===== src/content_type_magic_sniffer_unit_macros.svh =====
// Assertion macros shared by the sniffer RTL.
`ifndef CONTENT_TYPE_MAGIC_SNIFFER_UNIT_MACROS_SVH
`define CONTENT_TYPE_MAGIC_SNIFFER_UNIT_MACROS_SVH

// Same-cycle implication, sampled on clk, off while in reset.
`define CTMS_ASSERT_NOW(label, ante, cons, msg) \
	label: assert property (@(posedge clk) disable iff (!arst_n) (ante) |-> (cons)) \
		else $error(msg);

// Next-cycle implication, sampled on clk, off while in reset.
`define CTMS_ASSERT_NEXT(label, ante, cons, msg) \
	label: assert property (@(posedge clk) disable iff (!arst_n) (ante) |=> (cons)) \
		else $error(msg);

`endif


===== src/ctms_pkg.sv =====
`default_nettype none

package ctms_pkg;

	localparam int NUM_SIGS  = 20;
	localparam int WIN_BYTES = 18;
	localparam int HIST_DEPTH = WIN_BYTES - 1;
	localparam int WIN_W     = WIN_BYTES * 8;
	localparam int POS_W     = 13;
	localparam int NUM_KINDS = 4;

	typedef logic [WIN_W-1:0] win_t;
	typedef logic [POS_W-1:0] pos_t;
	typedef logic [NUM_KINDS-1:0] kind_mask_t;

	localparam pos_t POS_MAX    = '1;
	localparam pos_t CTRL_SPAN  = pos_t'(128);
	localparam logic [7:0] CTRL_BELOW = 8'd9;

	typedef enum logic [2:0] {
		KIND_HTML    = 3'd0,
		KIND_RTF     = 3'd1,
		KIND_RFC822  = 3'd2,
		KIND_DOCX    = 3'd3,
		KIND_DEFAULT = 3'd4,
		KIND_UNKNOWN = 3'd5,
		KIND_PLAIN   = 3'd6
	} kind_t;

	// Signature text right-justified: last character in the low byte.
	localparam win_t SIG_TEXT [NUM_SIGS] = '{
		win_t'("<!DOCTYPE HTML"),
		win_t'("<!doctype html"),
		win_t'("<HEAD"),
		win_t'("<head"),
		win_t'("<TITLE"),
		win_t'("<title"),
		win_t'("<HTML"),
		win_t'("<html"),
		win_t'("<!--"),
		win_t'("<H1"),
		win_t'("<h1"),
		win_t'("<BASE"),
		win_t'("<base"),
		win_t'("{\\rtf"),
		win_t'("Received: "),
		win_t'("\nReceived: "),
		win_t'("\nFrom: "),
		win_t'("\nTo: "),
		win_t'("\nSubject: "),
		win_t'({8'h00, "word/document.xml"})
	};

	localparam int SIG_LEN [NUM_SIGS] = '{
		14, 14, 5, 5, 6, 6, 5, 5, 4, 3, 3, 5, 5, 5, 10, 11, 7, 5, 10, 18
	};

	localparam int SIG_LIMIT [NUM_SIGS] = '{
		30, 30, 30, 30, 30, 30, 30, 30, 30, 30, 30, 30, 30,
		1, 1, 1024, 1024, 1024, 1024, 4096
	};

	localparam logic [1:0] SIG_KIND [NUM_SIGS] = '{
		2'(KIND_HTML), 2'(KIND_HTML), 2'(KIND_HTML), 2'(KIND_HTML), 2'(KIND_HTML),
		2'(KIND_HTML), 2'(KIND_HTML), 2'(KIND_HTML), 2'(KIND_HTML), 2'(KIND_HTML),
		2'(KIND_HTML), 2'(KIND_HTML), 2'(KIND_HTML),
		2'(KIND_RTF), 2'(KIND_RFC822), 2'(KIND_RFC822), 2'(KIND_RFC822),
		2'(KIND_RFC822), 2'(KIND_RFC822), 2'(KIND_DOCX)
	};

	// Byte mask covering the low len bytes of the window.
	function automatic win_t sig_mask(input int len);
		win_t m;
		m = '0;
		for (int i = 0; i < WIN_BYTES; i++) begin
			if (i < len) begin
				m[i*8 +: 8] = 8'hFF;
			end
		end
		return m;
	endfunction

endpackage

`default_nettype wire


===== src/content_type_magic_sniffer_unit.sv =====
// Channel  | Dir | Handshake           | Payload
// ---------+-----+---------------------+-------------------------------
// in       | in  | in_valid / in_stall | data_byte[7:0], last_byte
// out      | out | out_valid/out_stall | content_kind[2:0]
// cfg      | in  | cfg_wr_en           | cfg_wr_data (use_default_kind)
//
// One byte per cycle sustained while the output is not stalled. A byte lands
// in the input register, where all twenty signature compares run in parallel
// against the 17-byte history; once the result slot is free the kind of a
// last byte is written to the output register. Reset clears history,
// position, seen flags and the config bit. A stalled output blocks the input
// register only, so one more beat is taken while a result waits.
`default_nettype none

`include "content_type_magic_sniffer_unit_macros.svh"

module content_type_magic_sniffer_unit (
	input  wire logic       clk,
	input  wire logic       arst_n,
	input  wire logic       in_valid,
	output      logic       in_stall,
	input  wire logic [7:0] data_byte,
	input  wire logic       last_byte,
	output      logic       out_valid,
	input  wire logic       out_stall,
	output      logic [2:0] content_kind,
	input  wire logic       cfg_wr_en,
	input  wire logic       cfg_wr_data
);

	// Input register stage
	logic       valid_s1;
	logic [7:0] data_s1;
	logic       last_s1;

	// Per-document state
	logic [7:0]             hist_q [ctms_pkg::HIST_DEPTH];
	ctms_pkg::pos_t         pos_q;
	ctms_pkg::kind_mask_t   kind_seen_q;
	logic                   ctrl_seen_q;
	logic                   use_default_q;

	// Result register
	logic            out_valid_q;
	ctms_pkg::kind_t kind_q;

	logic                   advance;
	logic                   consume;
	logic                   in_accept;
	ctms_pkg::win_t         win;
	logic [ctms_pkg::NUM_SIGS-1:0] sig_hit;
	ctms_pkg::kind_mask_t   kind_hit;
	ctms_pkg::kind_mask_t   kind_all;
	logic                   ctrl_now;
	logic                   ctrl_all;
	ctms_pkg::kind_t        kind_next;

	// The result slot is free unless a result sits there stalled.
	assign advance   = !(out_valid_q && out_stall);
	assign consume   = valid_s1 && advance;
	assign in_stall  = valid_s1 && !advance;
	assign in_accept = in_valid && !in_stall;

	assign out_valid    = out_valid_q;
	assign content_kind = kind_q;

	// Config register; the user must see that it is written only while idle, as the block has no guard for this.
	always_ff @(posedge clk or negedge arst_n) begin
		if (!arst_n) begin
			use_default_q <= 1'b0;
		end else if (cfg_wr_en) begin
			use_default_q <= cfg_wr_data;
		end
	end

	// Input register: advance when the stage empties or hands its beat on.
	always_ff @(posedge clk or negedge arst_n) begin
		if (!arst_n) begin
			valid_s1 <= 1'b0;
		end else if (!in_stall) begin
			valid_s1 <= in_valid;
		end
	end

	always_ff @(posedge clk) begin
		if (in_accept) begin
			data_s1 <= data_byte;
			last_s1 <= last_byte;
		end
	end

	// Window: current byte in the low byte, older bytes above it.
	always_comb begin
		win[7:0] = data_s1;
		for (int i = 0; i < ctms_pkg::HIST_DEPTH; i++) begin
			win[(i+1)*8 +: 8] = hist_q[i];
		end
	end

	// One comparator per signature. A signature ending on this byte started
	// at pos - len + 1; it needs that start inside the document and below
	// its window limit.
	for (genvar g = 0; g < ctms_pkg::NUM_SIGS; g++) begin : g_sig
		localparam ctms_pkg::win_t MASK = ctms_pkg::sig_mask(ctms_pkg::SIG_LEN[g]);
		localparam ctms_pkg::pos_t LO = ctms_pkg::pos_t'(ctms_pkg::SIG_LEN[g] - 1);
		localparam ctms_pkg::pos_t HI =
			ctms_pkg::pos_t'(ctms_pkg::SIG_LIMIT[g] + ctms_pkg::SIG_LEN[g] - 1);
		assign sig_hit[g] = ((win & MASK) == ctms_pkg::SIG_TEXT[g]) &&
			(pos_q >= LO) && (pos_q < HI);
	end

	// Fold signature hits into kind bits.
	always_comb begin
		kind_hit = '0;
		for (int i = 0; i < ctms_pkg::NUM_SIGS; i++) begin
			kind_hit[ctms_pkg::SIG_KIND[i]] = kind_hit[ctms_pkg::SIG_KIND[i]] | sig_hit[i];
		end
	end

	assign ctrl_now = (pos_q < ctms_pkg::CTRL_SPAN) && (data_s1 < ctms_pkg::CTRL_BELOW);
	assign kind_all = kind_seen_q | kind_hit;
	assign ctrl_all = ctrl_seen_q | ctrl_now;

	// Lowest set kind bit wins, then the fallbacks.
	always_comb begin
		if (kind_all[0]) begin
			kind_next = ctms_pkg::KIND_HTML;
		end else if (kind_all[1]) begin
			kind_next = ctms_pkg::KIND_RTF;
		end else if (kind_all[2]) begin
			kind_next = ctms_pkg::KIND_RFC822;
		end else if (kind_all[3]) begin
			kind_next = ctms_pkg::KIND_DOCX;
		end else if (use_default_q) begin
			kind_next = ctms_pkg::KIND_DEFAULT;
		end else if (ctrl_all) begin
			kind_next = ctms_pkg::KIND_UNKNOWN;
		end else begin
			kind_next = ctms_pkg::KIND_PLAIN;
		end
	end

	// Document state: advance on each consumed beat, drop back to reset on
	// the last one.
	always_ff @(posedge clk or negedge arst_n) begin
		if (!arst_n) begin
			for (int i = 0; i < ctms_pkg::HIST_DEPTH; i++) begin
				hist_q[i] <= '0;
			end
			pos_q       <= '0;
			kind_seen_q <= '0;
			ctrl_seen_q <= 1'b0;
		end else if (consume) begin
			if (last_s1) begin
				for (int i = 0; i < ctms_pkg::HIST_DEPTH; i++) begin
					hist_q[i] <= '0;
				end
				pos_q       <= '0;
				kind_seen_q <= '0;
				ctrl_seen_q <= 1'b0;
			end else begin
				hist_q[0] <= data_s1;
				for (int i = 1; i < ctms_pkg::HIST_DEPTH; i++) begin
					hist_q[i] <= hist_q[i-1];
				end
				if (pos_q != ctms_pkg::POS_MAX) begin
					pos_q <= pos_q + ctms_pkg::pos_t'(1);
				end
				kind_seen_q <= kind_all;
				ctrl_seen_q <= ctrl_all;
			end
		end
	end

	// Result register: load on a consumed last beat, release when taken.
	always_ff @(posedge clk or negedge arst_n) begin
		if (!arst_n) begin
			out_valid_q <= 1'b0;
		end else if (advance) begin
			out_valid_q <= consume && last_s1;
		end
	end

	always_ff @(posedge clk) begin
		if (consume && last_s1) begin
			kind_q <= kind_next;
		end
	end

	`CTMS_ASSERT_NEXT(a_last_gives_result, consume && last_s1, out_valid_q,
		"last beat did not produce a result")
	`CTMS_ASSERT_NEXT(a_last_clears_doc, consume && last_s1,
		pos_q == '0 && kind_seen_q == '0 && !ctrl_seen_q,
		"document state not cleared after last beat")
	`CTMS_ASSERT_NOW(a_default_needs_cfg,
		out_valid_q && kind_q == ctms_pkg::KIND_DEFAULT, use_default_q,
		"default kind reported with default disabled")
	`CTMS_ASSERT_NOW(a_stall_needs_item, in_stall, valid_s1 && out_valid_q,
		"input stalled without a held beat and a waiting result")

endmodule

`default_nettype wire


===== config.mk =====
export PLATFORM = sky130hd
export DESIGN_NAME = content_type_magic_sniffer_unit
export DESIGN_NICKNAME = d
export VERILOG_FILES = /design/src/ctms_pkg.sv /design/src/content_type_magic_sniffer_unit.sv
export VERILOG_INCLUDE_DIRS = /design/src /design/src/src
export SDC_FILE = /design/constraint.sdc
export NUM_CORES = 1
export LEC_CHECK = 0
export BUFFER_PORTS_ARGS = -buffer_cell sky130_fd_sc_hd__buf_4
export CAP_MARGIN = 20
export CORE_MARGIN = 2
export CORE_UTILIZATION = 40
export DETAILED_ROUTE_END_ITERATION = 7
export PLACE_DENSITY = 0.58
export SLEW_MARGIN = 20
export SYNTH_ARGS = -nofsm -noshare
export SYNTH_HDL_FRONTEND = slang
export SYNTH_SLANG_ARGS = --single-unit

===== constraint.sdc =====
create_clock -name clk -period 3.2 [get_ports clk]
set_input_delay 0.8 -clock clk [delete_from_list [all_inputs] [get_ports clk]]
set_output_delay 0.8 -clock clk [all_outputs]
set_load 0.005 [all_outputs]

* After elaboration in Yosys (flattened, before gate mapping) *
Cells that the tools add are included.

storage, ports and cells
  flip-flop bits (word level) = 169
  input port bits = 15
  output and inout bits = 5
  word-level logic and storage cells = 153

operators by class
  $add $sub $neg = 1
  magnitude comparators = 23
  eq/ne operators = 21
  multiplexer cells = 10
  bitwise gates (word level) = 18
  reduce and logical (&&, ||, !) cells = 52

operator list
  cell                                                                                  count
  40-bit by 38-bit == test with 1-bit output, second input constant                     6
  112-bit by 110-bit == test with 1-bit output, second input constant                   2
  144-bit by 135-bit == test with 1-bit output, second input constant                   1
  136-bit two-way mux                                                                   1
  48-bit by 46-bit == test with 1-bit output, second input constant                     2
  88-bit by 84-bit == test with 1-bit output, second input constant                     1
  80-bit by 76-bit == test with 1-bit output, second input constant                     1
  80-bit by 79-bit == test with 1-bit output, second input constant                     1
  13-bit by 6-bit less-than comparator with 1-bit output, second input constant         5
  56-bit by 52-bit == test with 1-bit output, second input constant                     1
  13-bit by 11-bit less-than comparator with 1-bit output, second input constant        4
  24-bit by 22-bit == test with 1-bit output, second input constant                     2
  1-bit logical AND                                                                     46
  40-bit by 36-bit == test with 1-bit output, second input constant                     1
  40-bit by 39-bit == test with 1-bit output, second input constant                     1
  13-bit by 3-bit greater-or-equal comparator with 1-bit output, second input constant  3
  13-bit by 4-bit greater-or-equal comparator with 1-bit output, second input constant  3
  32-bit by 30-bit == test with 1-bit output, second input constant                     1
  13-bit by 2-bit greater-or-equal comparator with 1-bit output, second input constant  2
  13-bit two-way mux                                                                    2
  1-bit bitwise OR                                                                      17
  13-bit by 1-bit adder with 13-bit output, second input constant                       1
  13-bit by 5-bit greater-or-equal comparator with 1-bit output, second input constant  1
  13-bit less-than comparator, second input constant                                    1
  other kinds (14)                                                                      19

* Depth between registers and ports, before layout *
Gate-level depths: netlist of run 1.

  depth in word-level cells = 19
  mapped depth = 10
  mapped depth without buffers = 9

* Worst setup path before layout of run 1 *
No wires, ideal clock.

  path type = register to register
  start point = reg pos_q[9]
  end point = reg kind_q[0] (netlist: content_kind[0]), data pin
  library setup time = 0.258 ns
  data arrival time = 2.480 ns
  data required time = 2.942 ns
  slack = 0.462 ns
  cell stages (with the launch flop) = 9
  path through = dfrtp_1 -> or4_1 -> buf_6 -> or4_4 -> a211oi_2 -> nand2_1 -> o41ai_2 -> nor3_1 -> o221a_1

on the way
  longest elaborated chain between the ends = 16
  elaborated cells between the ends (all ways) = 86
  classes of those cells = order compare: 22; mux: 5; bitwise: 18; reduce/logical: 41

RTL lines
  item                                                           RTL line                                text
  from (decl)                                                    content_type_magic_sniffer_unit.sv:38   ctms_pkg::pos_t pos_q;
  from (signal assigned)                                         content_type_magic_sniffer_unit.sv:167  pos_q <= pos_q + ctms_pkg::pos_t'(1);
  13-bit by 4-bit greater-or-equal comparator with 1-bit output  content_type_magic_sniffer_unit.sv:109  (pos_q >= LO) && (pos_q < HI);
  1-bit logical AND                                              content_type_magic_sniffer_unit.sv:108  assign sig_hit[g] = ((win & MASK) == ctms_pkg::SIG_TEXT[g]) &&
  1-bit logical AND                                              content_type_magic_sniffer_unit.sv:109
  1-bit bitwise OR (12 in series)                                content_type_magic_sniffer_unit.sv:116  kind_hit[ctms_pkg::SIG_KIND[i]] = kind_hit[ctms_pkg::SIG_KIND[i]] | sig_hit[i];
  4-bit bitwise OR                                               content_type_magic_sniffer_unit.sv:121  assign kind_all = kind_seen_q | kind_hit;
  to (signal assigned)                                           content_type_magic_sniffer_unit.sv:186  kind_q <= kind_next;
  to (decl)                                                      content_type_magic_sniffer_unit.sv:45   ctms_pkg::kind_t kind_q;

Parallel ways exist; a longest one is shown, timed or not.
A chain may end at the register's enable or synchronous reset.

* Worst setup path after layout of run 1 *
Same ends and word-level chain as after synthesis.

==> flow_summary.ini, run 1 <==
[run_status]
status = finished clean

[synth]
synth_area_leader_cell = dfrtp_1
synth.top_cells.by_area = dfrtp_1 47%, nand2_1 14%, o21ai_0 8.6%
synth_edf_count = 12
yosysTopAreaCellShare_pct = 47.2
synth_seq_cells = 169
avgSynthCellArea_um2 = 8.61
synth_cells = 967
syn-num-nets = 984
synth_seq_area_share_pct = 51.5
async_flop_share_pct = 92.9
yosysWarnings = 0
synth_flop_cell = dfrtp_1
syn_area_um2 = 8330
synth_cell_type_count = 61

[route]
ant_nets = 0
vias = 6977
drt-initial-drc-count = 739
via_per_inst = 5.60
drc = 0
drt-total-wl_mm = 22.7
dr.pass1.iters = 7
routed_wire_length_per_instance_um = 18.2

[finish]
n_antenna_cell = 0
fin_cells = 1247
fin_util_pct = 45.8
area_delta_synth_final_pct = 11.9
drive_above_1_share_pct = 8.39
num-nets-final = 982

[die]
die_w_um = 148
rows = 52
ios = 20
die_h_um = 148
core_area_um2 = 20400
start_util_pct = 40.9
dieArea_um2 = 22000

[placed_design]
portBuffers = 19
gp_congestion = 0.956
numPlacedInstances = 1216
place_hpwl_mm = 15.5

[cts]
clock_path_buffers = 2
clock-sinks = 169
ctsHtreeMaxLevel = 4
clk_latency_ps = 430
cts_tree = built
cts_setup_buffers = 0
postCtsResizedCells = 0
root_buffer = clkbuf_16
path_clk_slew_ps = 70
cts_made_buffers = 17
ctsHoldBuffers = 0

[grt]
grt-ovfl-total = 0
grt_pass1_vias = 6527
grt_pass1_wl_mm = 37.2
grt_max_degree = 276
grtUsageTotal_pct = 21.6
antenna_found_initial = 0

[sta]
grt_setup_unrepaired = no
setup_tns_ps = 0
setup-violations-final = 0
skew_ps = 10.9
slew_headroom_pct = 32.2
holdWs_ps = 334
max_slew.worst_pin.slew_ps = 1020
finalCritPeriodShare_pct = 94.7
clock.fmax_mhz = 330
slew_violations = 0
final.min_clock_period_ps = 3030
hold_viol_final = 0

[worst_setup_path]
cp_slowest_stage_delay_ps = 730
r2r-start = pos_q[9]
crit_path_cell_trace = or4_1 -> or4_4 -> a211oi_2 -> nand2_1 -> o41ai_2 -> nor3_1 -> o221a_1
critPathSlowestCell = or4_1
setup.worst_path.class = reg2reg
startpoint_type = register
required_ps = 3380
cp_max_fo = 7
cp.arrival_ps = 3210
crit_path_start = pos_q[9]
endpoint_kind = register

[flow_run]
cap_viol_max_count = 0

[worst_hold_path]
hold_class = in2async

[pwr]
powerDensity_nw_per_um2 = 517
p_leak_nw = 3.70
irDropWorstVdd_uv = 275
## synthesized netlist by cell type (4+ instances only)
| master | count |
|---|---|
| a21oi_1 | 11 |
| a31oi_1 | 6 |
| and3_1 | 5 |
| clkbuf_1 | 53 |
| dfrtp_1 | 157 |
| edfxtp_1 | 12 |
| inv_1 | 7 |
| nand2_1 | 304 |
| nand3_1 | 15 |
| nand3b_1 | 6 |
| nand4_1 | 27 |
| nand4b_1 | 17 |
| nor2_1 | 41 |
| nor2b_1 | 10 |
| nor3_1 | 21 |
| nor3b_1 | 5 |
| nor4_1 | 26 |
| nor4b_1 | 16 |
| nor4bb_1 | 6 |
| o21ai_0 | 143 |
| or3_1 | 8 |
| or4_1 | 4 |
| xor2_1 | 8 |
## sequential cells by signal, summed over array words and instances, names as in the netlist
name,flops
content_kind,3
ctrl_seen_q,1
data_s1,8
hist_q,136
kind_seen_q,4
last_s1,1
out_valid,1
pos_q,13
use_default_q,1
valid_s1,1
## cells by family (layout without fill, tap and decap cells)
family / after synthesis / count (layout) / share of synthesized area [%]
and+or+nand+nor: 535 / 535 / 31.6
buffers and inverters: 66 / 76 / 3.08
DFF: 169 / 169 / 51.5
muxes: 2 / 2 / 0.270
xor gates and xnor gates: 11 / 11 / 1.16
AOI/OAI and AO/OA: 182 / 182 / 12.0
adders and majority gates: 2 / 2 / 0.300
## stage by stage
stage | power, mW | instance area [um2] | setup slack [ps]
final | 4.82 | 9320 | 169
after detailed placement | 2.89 | 8770 | 234
after floorplan | 2.68 | 8330 | 462
after global placement | 2.89 | 8770 | 295
after CTS | 4.85 | 9320 | 202
after global routing | 5.03 | 9320 | 28.3
## report_power, final
part           switching, mW  total, mW  internal [mW]  leakage [nW]
sequential             0.152       2.38           2.23          2.28
clock                  0.850       1.96           1.11         0.267
combinational          0.322      0.473          0.151          1.15
total                   1.32       4.82           3.49          3.70
## cell type report
type | instances | area, um2
Tap cell | 270 | 338
Inverter | 8 | 32.5
Sequential cell | 169 | 4290
Timing Repair Buffer | 37 | 319
Clock buffer | 22 | 464
Fill cell | 1987 | 11000
Clock inverter | 9 | 90.1
Multi-Input combinational cell | 732 | 3790
## final timing paths
check / slack, ps / endpoint / cells past startpoint
min in group clk: 480 / hist_q[6] / 2
max in group asynchronous: 2090 / pos_q[5] / 2
setup / recovery: 170 / content_kind[0] / 7
hold reg to reg: 480 / hist_q[6] / 2
hold / removal: 330 / hist_q[34] / 1
setup reg to reg: 170 / content_kind[0] / 7
## critical path, delay by kind of cell, from the launching register on
family / cells / cell delay, ps
compound gates: 3 / 870
flops: 1 / 430
simple gates: 4 / 1490
## routing by layer
metal	vias up	GRT usage [%]	wire, um
met5	-	0	0
met4	0	7.10	469
met3	35	3.62	1240
met2	216	31.1	9990
met1	3342	32.9	11000
li1	3384	-	-
## placed cells by master (no fill, tap or decap), types with 7 or more instances in the layout
master,instances
nor3_1,21
clkbuf_16,17
a21oi_1,11
nand2_1,303
nor4b_1,16
nand4b_1,17
nor2b_1,10
o21ai_0,143
dfrtp_1,157
edfxtp_1,12
nand4_1,27
nand3_1,15
nor2_1,41
inv_1,7
xor2_1,8
nor4_1,26
or3_1,8
buf_4,33
Note: power is estimated with default switching activity, not from simulation.
==> run 2, diff against run 1 <==
- RECOVER_POWER: unset -> 50
==> run 2 against run 1 <==
Effect of this change:
- critical path depth stayed put
- sequential share of layout area up 0.13 points
- setup slack improved by 6.7 ps
- maximum frequency rose by 0.22%
==> flow_summary.ini, run 2 (synthesized netlist as in run 1, its figures left out) <==
[run_status]
status = finished clean

[sta]
final.min_clock_period_ps = 3020
finalCritPeriodShare_pct = 94.5
skew_ps = 10.8
slew_headroom_pct = 0.523
setup-violations-final = 0
hold_viol_final = 0
clock.fmax_mhz = 331
holdWs_ps = 481
slew_violations = 0
setup_tns_ps = 0
grt_setup_unrepaired = no
max_slew.worst_pin.slew_ps = 1490

[pwr]
powerDensity_nw_per_um2 = 517
p_leak_nw = 3.68
irDropWorstVdd_uv = 274

[worst_setup_path]
cp_max_fo = 7
crit_path_start = pos_q[9]
r2r-start = pos_q[9]
rr_endpoint = content_kind[0]
critPathCapture = content_kind[0]
setup.worst_path.class = reg2reg
required_ps = 3380
startpoint_type = register
rrSetupSlack_ps = 180
r2r_cells = 7
endpoint_kind = register
cp.arrival_ps = 3200

[die]
core_area_um2 = 20400
die_h_um = 148
die_w_um = 148
start_util_pct = 40.9
rows = 52
ios = 20
dieArea_um2 = 22000

[placed_design]
portBuffers = 19
place_hpwl_mm = 15.5
gp_congestion = 0.956

[cts]
cts_made_buffers = 17
ctsHoldBuffers = 0
clock-sinks = 169
cts_tree = built
postCtsResizedCells = 0
ctsHtreeMaxLevel = 4
cts_setup_buffers = 0
root_buffer = clkbuf_16
path_clk_slew_ps = 60
clock_path_buffers = 2
clk_latency_ps = 430

[route]
vias = 6978
ant_nets = 0
routed_wire_length_per_instance_um = 18.3
drt-initial-drc-count = 695
drt-total-wl_mm = 22.8
drc = 0
dr.pass1.iters = 5
via_per_inst = 5.60

[grt]
grt_pass1_vias = 6527
grt-ovfl-total = 0
grt_pass1_wl_mm = 37.2
grtUsageTotal_pct = 21.6
antenna_found_initial = 0
grt_max_degree = 276

[flow_run]
cap_viol_max_count = 0

[worst_hold_path]
whs_path_depth = 2
hold_class = reg2reg

[finish]
fin_util_pct = 45.7
area_delta_synth_final_pct = 11.6
num-nets-final = 982
final_cell_mix = 303 x nand2_1, 157 x dfrtp_1, 143 x o21ai_0
layout_commonest_cell = nand2_1
reg_top3 = hist_q: 136 flops, pos_q: 13 flops, data_s1: 8 flops
n_antenna_cell = 0
largest_reg_flops = 136
fill_cells = 1992
regMostFlops = hist_q
drive_above_1_share_pct = 8.19
run 2: cell count changes in the layout (fill, tap and decap cells not counted), sizes merged:
cell,delta
buf,-14
clkbuf,+14
run 2: per-layer routing:
| metal | global-route usage (%) | vias up | wire length, um |
|---|---|---|---|
| met2 | 31.1 | 183 | 10100 |
| met1 | 32.9 | 3360 | 11100 |
| met5 | 0 | - | 0 |
| met3 | 3.62 | 38 | 1050 |
| li1 | - | 3397 | - |
| met4 | 7.10 | 0 | 501 |
run 2: how the worst min path moves through the flow:
stage,slack (ps),end,from
2_1_floorplan,450,hist_q[1],hist_q[1]
3_3_place_gp,460,hist_q[6],hist_q[6]
3_5_place_dp,470,hist_q[6],hist_q[6]
4_1_cts,360,hist_q[34],arst_n
5_1_grt,520,hist_q[2],hist_q[2]
6_report,480,hist_q[6],hist_q[6]
run 2: per-stage QoR:
| step | worst slack (ps) | area, um2 | total power [mW] | cells |
|---|---|---|---|---|
| 2_1_floorplan | 462 | 8330 | 2.68 | 967 |
| 6_report | 175 | 9300 | 4.81 | 1247 |
| 3_3_place_gp | 295 | 8770 | 2.89 | 1216 |
| 3_5_place_dp | 234 | 8770 | 2.89 | 1216 |
| 5_1_grt | 28.3 | 9300 | 5.02 | 1247 |
| 4_1_cts | 202 | 9320 | 4.85 | 1247 |
run 2: layout make-up:
| class | count | area, um2 | area share (%) |
|---|---|---|---|
| repair buffers | 37 | 293 | 3.15 |
| inverters | 8 | 32.5 | 0.350 |
| flip-flops and latches | 169 | 4290 | 46.1 |
| clock inverters | 9 | 90.1 | 0.969 |
| clock buffers | 22 | 464 | 4.99 |
| well taps | 270 | 338 | 3.63 |
| multi-input cells | 732 | 3790 | 40.8 |
run 2: critical path, cell delays in order (launching register included):
cell	delay, ps
dfrtp_1	430
or4_1	730
or4_4	490
a211oi_2	260
nand2_1	120
o41ai_2	340
nor3_1	140
o221a_1	270
run 2: power breakdown:
group | total, mW | internal (mW) | switching [mW]
logic | 0.469 | 0.146 | 0.323
clock network | 1.96 | 1.11 | 0.846
registers | 2.38 | 2.23 | 0.152
total | 4.81 | 3.49 | 1.32
